===== src/rtl/ioa_pkg.sv =====
package ioa_pkg;

    localparam int ENTRY_W             = 31;
    localparam int CHROM_W             = 16;
    localparam int INDEX_W             = 6;
    localparam int COUNT_W             = 7;
    localparam int TABLE_DEPTH_DEFAULT = 64;

    localparam logic MODE_LOAD  = 1'b0;
    localparam logic MODE_QUERY = 1'b1;

    typedef struct packed {
        logic [ENTRY_W-1:0] ent_start;
        logic [ENTRY_W-1:0] ent_stop;
        logic [ENTRY_W-1:0] ent_id;
    } entry_t;

    typedef struct packed {
        logic [CHROM_W-1:0] chrom;
        logic [ENTRY_W-1:0] start;
        logic [ENTRY_W-1:0] stop;
        logic [ENTRY_W-1:0] id;
        logic               last;
    } result_t;

    typedef struct packed {
        logic    valid;
        result_t data;
    } push_t;

    // strict tests: region spans entry start, sits inside the entry, or spans entry end
    function automatic logic overlaps(
        input logic [ENTRY_W-1:0] rs,
        input logic [ENTRY_W-1:0] re,
        input logic [ENTRY_W-1:0] as,
        input logic [ENTRY_W-1:0] ae
    );
        overlaps = ((rs < as) && (re > as)) ||
                   ((rs > as) && (re < ae)) ||
                   ((rs < ae) && (re > ae));
    endfunction

endpackage


===== src/rtl/ioa_if.sv =====
interface ioa_in_if;
    logic                        valid;
    logic                        ready;
    logic                        mode;
    logic [ioa_pkg::INDEX_W-1:0] entry_index;
    logic [ioa_pkg::ENTRY_W-1:0] range_start;
    logic [ioa_pkg::ENTRY_W-1:0] range_end;
    logic [ioa_pkg::ENTRY_W-1:0] annotation_id;
    logic [ioa_pkg::CHROM_W-1:0] region_chrom;

    modport source (
        output valid, mode, entry_index, range_start, range_end, annotation_id,
               region_chrom,
        input  ready
    );
    modport sink (
        input  valid, mode, entry_index, range_start, range_end, annotation_id,
               region_chrom,
        output ready
    );
endinterface



===== src/rtl/ioa_scan.sv =====
module ioa_scan #(
    parameter int TABLE_DEPTH = ioa_pkg::TABLE_DEPTH_DEFAULT,
    parameter int IDX_W       = (TABLE_DEPTH > 1) ? $clog2(TABLE_DEPTH) : 1,
    parameter int CNT_W       = $clog2(TABLE_DEPTH + 1)
) (
    input  logic                        clk,
    input  logic                        rst_n,
    input  logic                        cfg_wr_en,
    input  logic [ioa_pkg::COUNT_W-1:0] cfg_wr_data,
    ioa_in_if.sink                      item,
    output logic                        wr_en,
    output logic [IDX_W-1:0]            wr_addr,
    output ioa_pkg::entry_t             wr_data,
    output logic                        rd_en,
    output logic [IDX_W-1:0]            rd_addr,
    input  ioa_pkg::entry_t             rd_data,
    input  logic                        out_free,
    output ioa_pkg::push_t              push
);

    localparam logic [1:0] ST_IDLE  = 2'd0;
    localparam logic [1:0] ST_SCAN  = 2'd1;
    localparam logic [1:0] ST_FLUSH = 2'd2;

    logic [1:0]                  state_reg, state_next;
    logic [ioa_pkg::COUNT_W-1:0] count_reg;
    logic [CNT_W-1:0]            limit_reg, limit_next;
    logic [CNT_W-1:0]            issue_reg, issue_next;
    logic                        cmp_valid_reg, cmp_valid_next;
    logic                        hold_valid_reg, hold_valid_next;
    logic [ioa_pkg::ENTRY_W-1:0] hold_id_reg, hold_id_next;
    logic [ioa_pkg::ENTRY_W-1:0] q_start_reg, q_stop_reg;
    logic [ioa_pkg::CHROM_W-1:0] q_chrom_reg;

    logic             accept;
    logic             hit;
    logic             stall;
    logic             issue_more;
    logic [CNT_W-1:0] clamp;

    assign item.ready = (state_reg == ST_IDLE);
    assign accept     = item.valid && item.ready;

    assign clamp = (count_reg > ioa_pkg::COUNT_W'(TABLE_DEPTH)) ?
                   CNT_W'(TABLE_DEPTH) : CNT_W'(count_reg);

    assign wr_en   = accept && (item.mode == ioa_pkg::MODE_LOAD) &&
                     (ioa_pkg::COUNT_W'(item.entry_index) < ioa_pkg::COUNT_W'(TABLE_DEPTH));
    assign wr_addr = item.entry_index[IDX_W-1:0];
    assign wr_data = '{ent_start: item.range_start,
                       ent_stop:  item.range_end,
                       ent_id:    item.annotation_id};

    assign hit = ioa_pkg::overlaps(q_start_reg, q_stop_reg, rd_data.ent_start,
                                   rd_data.ent_stop);
    // a second hit with the held one still unsent must wait for the output register
    assign stall      = cmp_valid_reg && hit && hold_valid_reg && !out_free;
    assign issue_more = (issue_reg != limit_reg);
    assign rd_en      = (state_reg == ST_SCAN) && issue_more && !stall;
    assign rd_addr    = issue_reg[IDX_W-1:0];

    always_comb
    begin
        state_next      = state_reg;
        limit_next      = limit_reg;
        issue_next      = issue_reg;
        cmp_valid_next  = cmp_valid_reg;
        hold_valid_next = hold_valid_reg;
        hold_id_next    = hold_id_reg;
        push            = '0;
        push.data.chrom = q_chrom_reg;
        push.data.start = q_start_reg;
        push.data.stop  = q_stop_reg;
        push.data.id    = hold_id_reg;
        case (state_reg)
            ST_IDLE:
            begin
                if (accept && (item.mode == ioa_pkg::MODE_QUERY))
                begin
                    limit_next      = clamp;
                    issue_next      = '0;
                    cmp_valid_next  = 1'b0;
                    hold_valid_next = 1'b0;
                    if (clamp != '0)
                    begin
                        state_next = ST_SCAN;
                    end
                end
            end
            ST_SCAN:
            begin
                if (rd_en)
                begin
                    issue_next = issue_reg + 1'b1;
                end
                if (!stall)
                begin
                    cmp_valid_next = rd_en;
                    if (cmp_valid_reg && hit)
                    begin
                        push.valid      = hold_valid_reg;
                        hold_valid_next = 1'b1;
                        hold_id_next    = rd_data.ent_id;
                    end
                end
                if (!issue_more && !cmp_valid_reg)
                begin
                    state_next = ST_FLUSH;
                end
            end
            ST_FLUSH:
            begin
                if (!hold_valid_reg)
                begin
                    state_next = ST_IDLE;
                end
                else if (out_free)
                begin
                    push.valid      = 1'b1;
                    push.data.last  = 1'b1;
                    hold_valid_next = 1'b0;
                    state_next      = ST_IDLE;
                end
            end
            default:
            begin
                state_next = ST_IDLE;
            end
        endcase
    end

    always_ff @(posedge clk or negedge rst_n)
    begin
        if (!rst_n)
        begin
            state_reg      <= ST_IDLE;
            count_reg      <= '0;
            limit_reg      <= '0;
            issue_reg      <= '0;
            cmp_valid_reg  <= 1'b0;
            hold_valid_reg <= 1'b0;
        end
        else
        begin
            state_reg      <= state_next;
            limit_reg      <= limit_next;
            issue_reg      <= issue_next;
            cmp_valid_reg  <= cmp_valid_next;
            hold_valid_reg <= hold_valid_next;
            if (cfg_wr_en)
            begin
                count_reg <= cfg_wr_data;
            end
        end
    end

    always_ff @(posedge clk)
    begin
        hold_id_reg <= hold_id_next;
        if (accept)
        begin
            q_start_reg <= item.range_start;
            q_stop_reg  <= item.range_end;
            q_chrom_reg <= item.region_chrom;
        end
    end

endmodule


===== src/flat_wrapper.sv =====
// flat-port wrapper written by rule: the top's interface ports become plain ports
module ioa_scan_flat 
#(
    parameter int TABLE_DEPTH = ioa_pkg::TABLE_DEPTH_DEFAULT,
    parameter int IDX_W       = (TABLE_DEPTH > 1) ? $clog2(TABLE_DEPTH) : 1,
    parameter int CNT_W       = $clog2(TABLE_DEPTH + 1)
)
  (clk, rst_n, cfg_wr_en, cfg_wr_data, wr_en, wr_addr, wr_data, rd_en, rd_addr, rd_data, out_free, push, item_valid, item_mode, item_entry_index, item_range_start, item_range_end, item_annotation_id, item_region_chrom, item_ready);
  ioa_in_if item_i ();
  input  logic clk;
  input  logic rst_n;
  input  logic cfg_wr_en;
  input  logic [ioa_pkg::COUNT_W-1:0] cfg_wr_data;
  output logic wr_en;
  output logic [IDX_W-1:0] wr_addr;
  output ioa_pkg::entry_t wr_data;
  output logic rd_en;
  output logic [IDX_W-1:0] rd_addr;
  input  ioa_pkg::entry_t rd_data;
  input  logic out_free;
  output ioa_pkg::push_t push;
  input wire logic [$bits(item_i.valid)-1:0] item_valid;
  input wire logic [$bits(item_i.mode)-1:0] item_mode;
  input wire logic [$bits(item_i.entry_index)-1:0] item_entry_index;
  input wire logic [$bits(item_i.range_start)-1:0] item_range_start;
  input wire logic [$bits(item_i.range_end)-1:0] item_range_end;
  input wire logic [$bits(item_i.annotation_id)-1:0] item_annotation_id;
  input wire logic [$bits(item_i.region_chrom)-1:0] item_region_chrom;
  output wire logic [$bits(item_i.ready)-1:0] item_ready;
  assign item_i.valid = item_valid;
  assign item_i.mode = item_mode;
  assign item_i.entry_index = item_entry_index;
  assign item_i.range_start = item_range_start;
  assign item_i.range_end = item_range_end;
  assign item_i.annotation_id = item_annotation_id;
  assign item_i.region_chrom = item_region_chrom;
  assign item_ready = item_i.ready;
  ioa_scan #(.TABLE_DEPTH(TABLE_DEPTH), .IDX_W(IDX_W), .CNT_W(CNT_W)) u_core (.clk(clk), .rst_n(rst_n), .cfg_wr_en(cfg_wr_en), .cfg_wr_data(cfg_wr_data), .item(item_i), .wr_en(wr_en), .wr_addr(wr_addr), .wr_data(wr_data), .rd_en(rd_en), .rd_addr(rd_addr), .rd_data(rd_data), .out_free(out_free), .push(push));
endmodule

===== config.mk =====
export PLATFORM = sky130hd
export DESIGN_NAME = ioa_scan_flat
export DESIGN_NICKNAME = d
export VERILOG_FILES = /design/src/rtl/ioa_pkg.sv /design/src/rtl/ioa_if.sv /design/src/rtl/ioa_scan.sv /design/src/flat_wrapper.sv
export SDC_FILE = /design/constraint.sdc
export NUM_CORES = 1
export LEC_CHECK = 0
export ABC_AREA = 1
export BUFFER_PORTS_ARGS = -buffer_cell sky130_fd_sc_hd__buf_2
export CORE_AREA = 4 4 171 173
export CTS_CLUSTER_DIAMETER = 60
export DETAILED_ROUTE_END_ITERATION = 7
export DIE_AREA = 0 0 175 177
export GPL_ROUTABILITY_DRIVEN = 0
export MAX_ROUTING_LAYER = met4
export PLACE_DENSITY_LB_ADDON = 0.1
export SLEW_MARGIN = 15
export SYNTH_ARGS = -nofsm -noshare
export SYNTH_HDL_FRONTEND = slang
export SYNTH_SLANG_ARGS = --single-unit

===== constraint.sdc =====
create_clock -name clk -period 8.2 [get_ports clk]
set_clock_uncertainty 0.05 [all_clocks]
set_input_delay 1.64 -clock clk [delete_from_list [all_inputs] [get_ports clk]]
set_output_delay 1.64 -clock clk [all_outputs]
set_load 0.02 [all_outputs]

==> impl_metrics.csv <==
group,metric,value,unit
global_routing,grt_usage,0.163,
routing,wl,24.7,mm
sta,max_slew.worst_pin.slew,1.06,ns
critical_path,regToRegEndpoint,"u_core.issue_reg[4]",
finish,final_common_cell,"buf_2",
hold_path,hold_path.class,"flip-flop to flip-flop",
critical_path,crit_end,"push[110]",
floorplan,core,27600,um^2
cts,cts.clk_slew.worst_paths,0.07,ns
job,drv_cap,0,
synth,ys.flop_type,"edfxtp_1",
place,dpl.hpwl,20.4,mm
global_routing,grt_pass1_wl,37.4,mm
routing,drtPass1Iterations,4,
cts,post-cts-setup-buffers,0,
floorplan,rows,61,
critical_path,endpoint_kind,"primary output",
sta,relSlewSlack,0.294,
critical_path,cp-start-kind,"input pin",
floorplan,initial_core_util,0.314,
finish,synthToLayoutAreaGrowth,24.5,%
routing,drc,0,
cts,cts_made_buffers,17,
place,dp_slack,2.80,ns
floorplan,die_w,175,um
global_routing,grt_max_degree,80,
critical_path,reg2reg_from,"u_core.state_reg[1]",
pwr,p_total,2.65,mW
sta,min_period,5.33,ns
place,portBuffers,365,
critical_path,critPathMaxFanout,2,
floorplan,ioPinCount,440,
routing,vias,6699,
finish,final_nets,1544,
routing,wire_per_inst,15.6,um
sta,finalSetupViolCount,0,
cts,ctsResizeCount,0,
hold_path,worstHoldPathCells,2,
routing,via_per_inst,4.22,
status,outcome,"finished clean",
sta,setup_tns,0,ns
cts,h-tree-depth,4,
global_routing,first_global_vias,6859,
cts,cts_tree,"built",
critical_path,worstSetupStartpoint,"rd_data[84]",
pwr,ir_drop,0.210,mV
cts,root_buffer,"clkbuf_16",
routing,antenna_left,0,
critical_path,path_class,"input pin to primary output",
sta,fin_crit_sh,0.650,
finish,fin_util,0.391,
synth,synthCells,918,
synth,synth_edf_count,109,
global_routing,antenna_found_initial,1,
sta,layout_setup_ws,2.87,ns
pwr,pwr_density_cell,246,nW/um^2
critical_path,rrSetupSlack,5.02,ns
critical_path,r2r_cells,10,
synth,ys_warn_count,0,
floorplan,die_h,177,um
synth,ys_seq_elements,134,
synth,synth_area,8680,um^2
floorplan,die-area,31000,um^2
synth,syn_area_per_cell,9.46,um^2
sta,fmax,0.188,GHz
critical_path,cp.arrival,3.64,ns
synth,ys_seq_area_frac,0.449,
finish,fin_area,10800,um^2
synth,synth_cell_types,30,
pwr,cellLeakagePower,5.63,nW
finish,final_cell_mix,"buf_2 (365), nand2_1 (212), inv_1 (131), ha_1 (127), edfxtp_1 (109)",
sta,final_hold_viol_count,0,
finish,layout-drive-gt1-share,0.348,
sta,slew_viol_final,0,
cts,clockBufferDepth,2,
cts,cts_hold_buf,0,
critical_path,required,6.51,ns
synth,async_flop_share,0.187,
routing,drt-initial-drc-count,223,
sta,rsz0062_at_grt,"false",
place,placed_area,10200,um^2
cts,cts_sinks,134,
global_routing,globalRouteOverflowTotal,0,
synth,syn_nets,1266,
cts,clk_latency,0.43,ns
==> metrics by stage <==
step                cells  hold slack, ns
CTS                  1587           0.463
floorplan             918           0.420
global placement     1555           0.440
global route         1588           0.494
finish               1588           0.456
detailed placement   1555           0.445
==> kinds of logic (layout without fill, tap and decap cells) <==
group           count (synthesis)  count (layout)  share of synthesized area
buf+inv                       246             537                      0.152
flops                         134             134                      0.449
simple gates                  320             320                      0.156
mux                             2               2                    0.00259
fa+ha+maj                     127             127                      0.183
other cells                     0               1                          0
compound gates                 82              82                     0.0503
xor+xnor                        7               7                    0.00706
==> final cells by class <==
type / instances / area, um^2
inverter: 138 / 519
fill: 2904 / 16800
antenna: 1 / 2.50
timing repair buffer: 367 / 1840
multi-input combinational: 538 / 3460
tap: 378 / 473
sequential: 134 / 3900
clock buffer: 17 / 425
clock inverter: 15 / 184
==> worst max-delay path, stage by stage <==
cell     delay, ns
buf_2         0.08
inv_1         0.05
ha_1          0.29
nand2_1       0.07
nor2_1        0.22
nand4_1       0.21
nor3_1        0.24
nand3_1       0.13
nand3_1       0.12
nand3_2       0.11
nand2_1       0.12
inv_2         0.04
nand2_1       0.08
a21oi_1       0.08
buf_2         0.17
==> per-layer routing <==
layer	GRT usage	wire length, um
met1	0.192	10500
met2	0.277	12000
met3	0.0427	1720
met4	0.0432	412
met5	-	0
==> worst min path at each step <==
stage                             start                  end  slack [ns]
floorplan           u_core.limit_reg[4]  u_core.limit_reg[4]        0.42
detailed placement  u_core.limit_reg[4]  u_core.limit_reg[4]        0.45
global route        u_core.limit_reg[6]  u_core.limit_reg[6]        0.49
global placement    u_core.limit_reg[4]  u_core.limit_reg[4]        0.44
CTS                 u_core.limit_reg[4]  u_core.limit_reg[4]        0.46
finish              u_core.limit_reg[4]  u_core.limit_reg[4]        0.46
==> Yosys cell counts, types with 2 or more instances <==
library cell | n | share of area
nand4_1 | 10 | 0.0072
nand2_4 | 2 | 0.0026
o21a_1 | 4 | 0.0035
nand3_2 | 5 | 0.0058
nand3_1 | 28 | 0.016
clkbuf_1 | 2 | 0.00087
inv_2 | 3 | 0.0013
buf_4 | 106 | 0.092
a21o_1 | 4 | 0.0035
nand2_1 | 212 | 0.092
nor2_2 | 5 | 0.0036
nor3_1 | 7 | 0.0040
dfrtp_1 | 25 | 0.072
mux2_2 | 2 | 0.0026
edfxtp_1 | 109 | 0.38
clkinv_1 | 3 | 0.0013
nor2_1 | 44 | 0.019
inv_1 | 132 | 0.057
o21ai_0 | 19 | 0.011
a21oi_1 | 52 | 0.030
xnor2_1 | 7 | 0.0071
and3_1 | 3 | 0.0022
ha_1 | 127 | 0.18
==> report_power, final <==
group / total [mW] / internal, mW / switching, mW
Clock: 0.811 / 0.462 / 0.349
Combinational: 0.856 / 0.299 / 0.558
Sequential: 0.987 / 0.891 / 0.0953
Total: 2.65 / 1.65 / 1.00
Note: power is estimated with default switching activity, not from simulation.
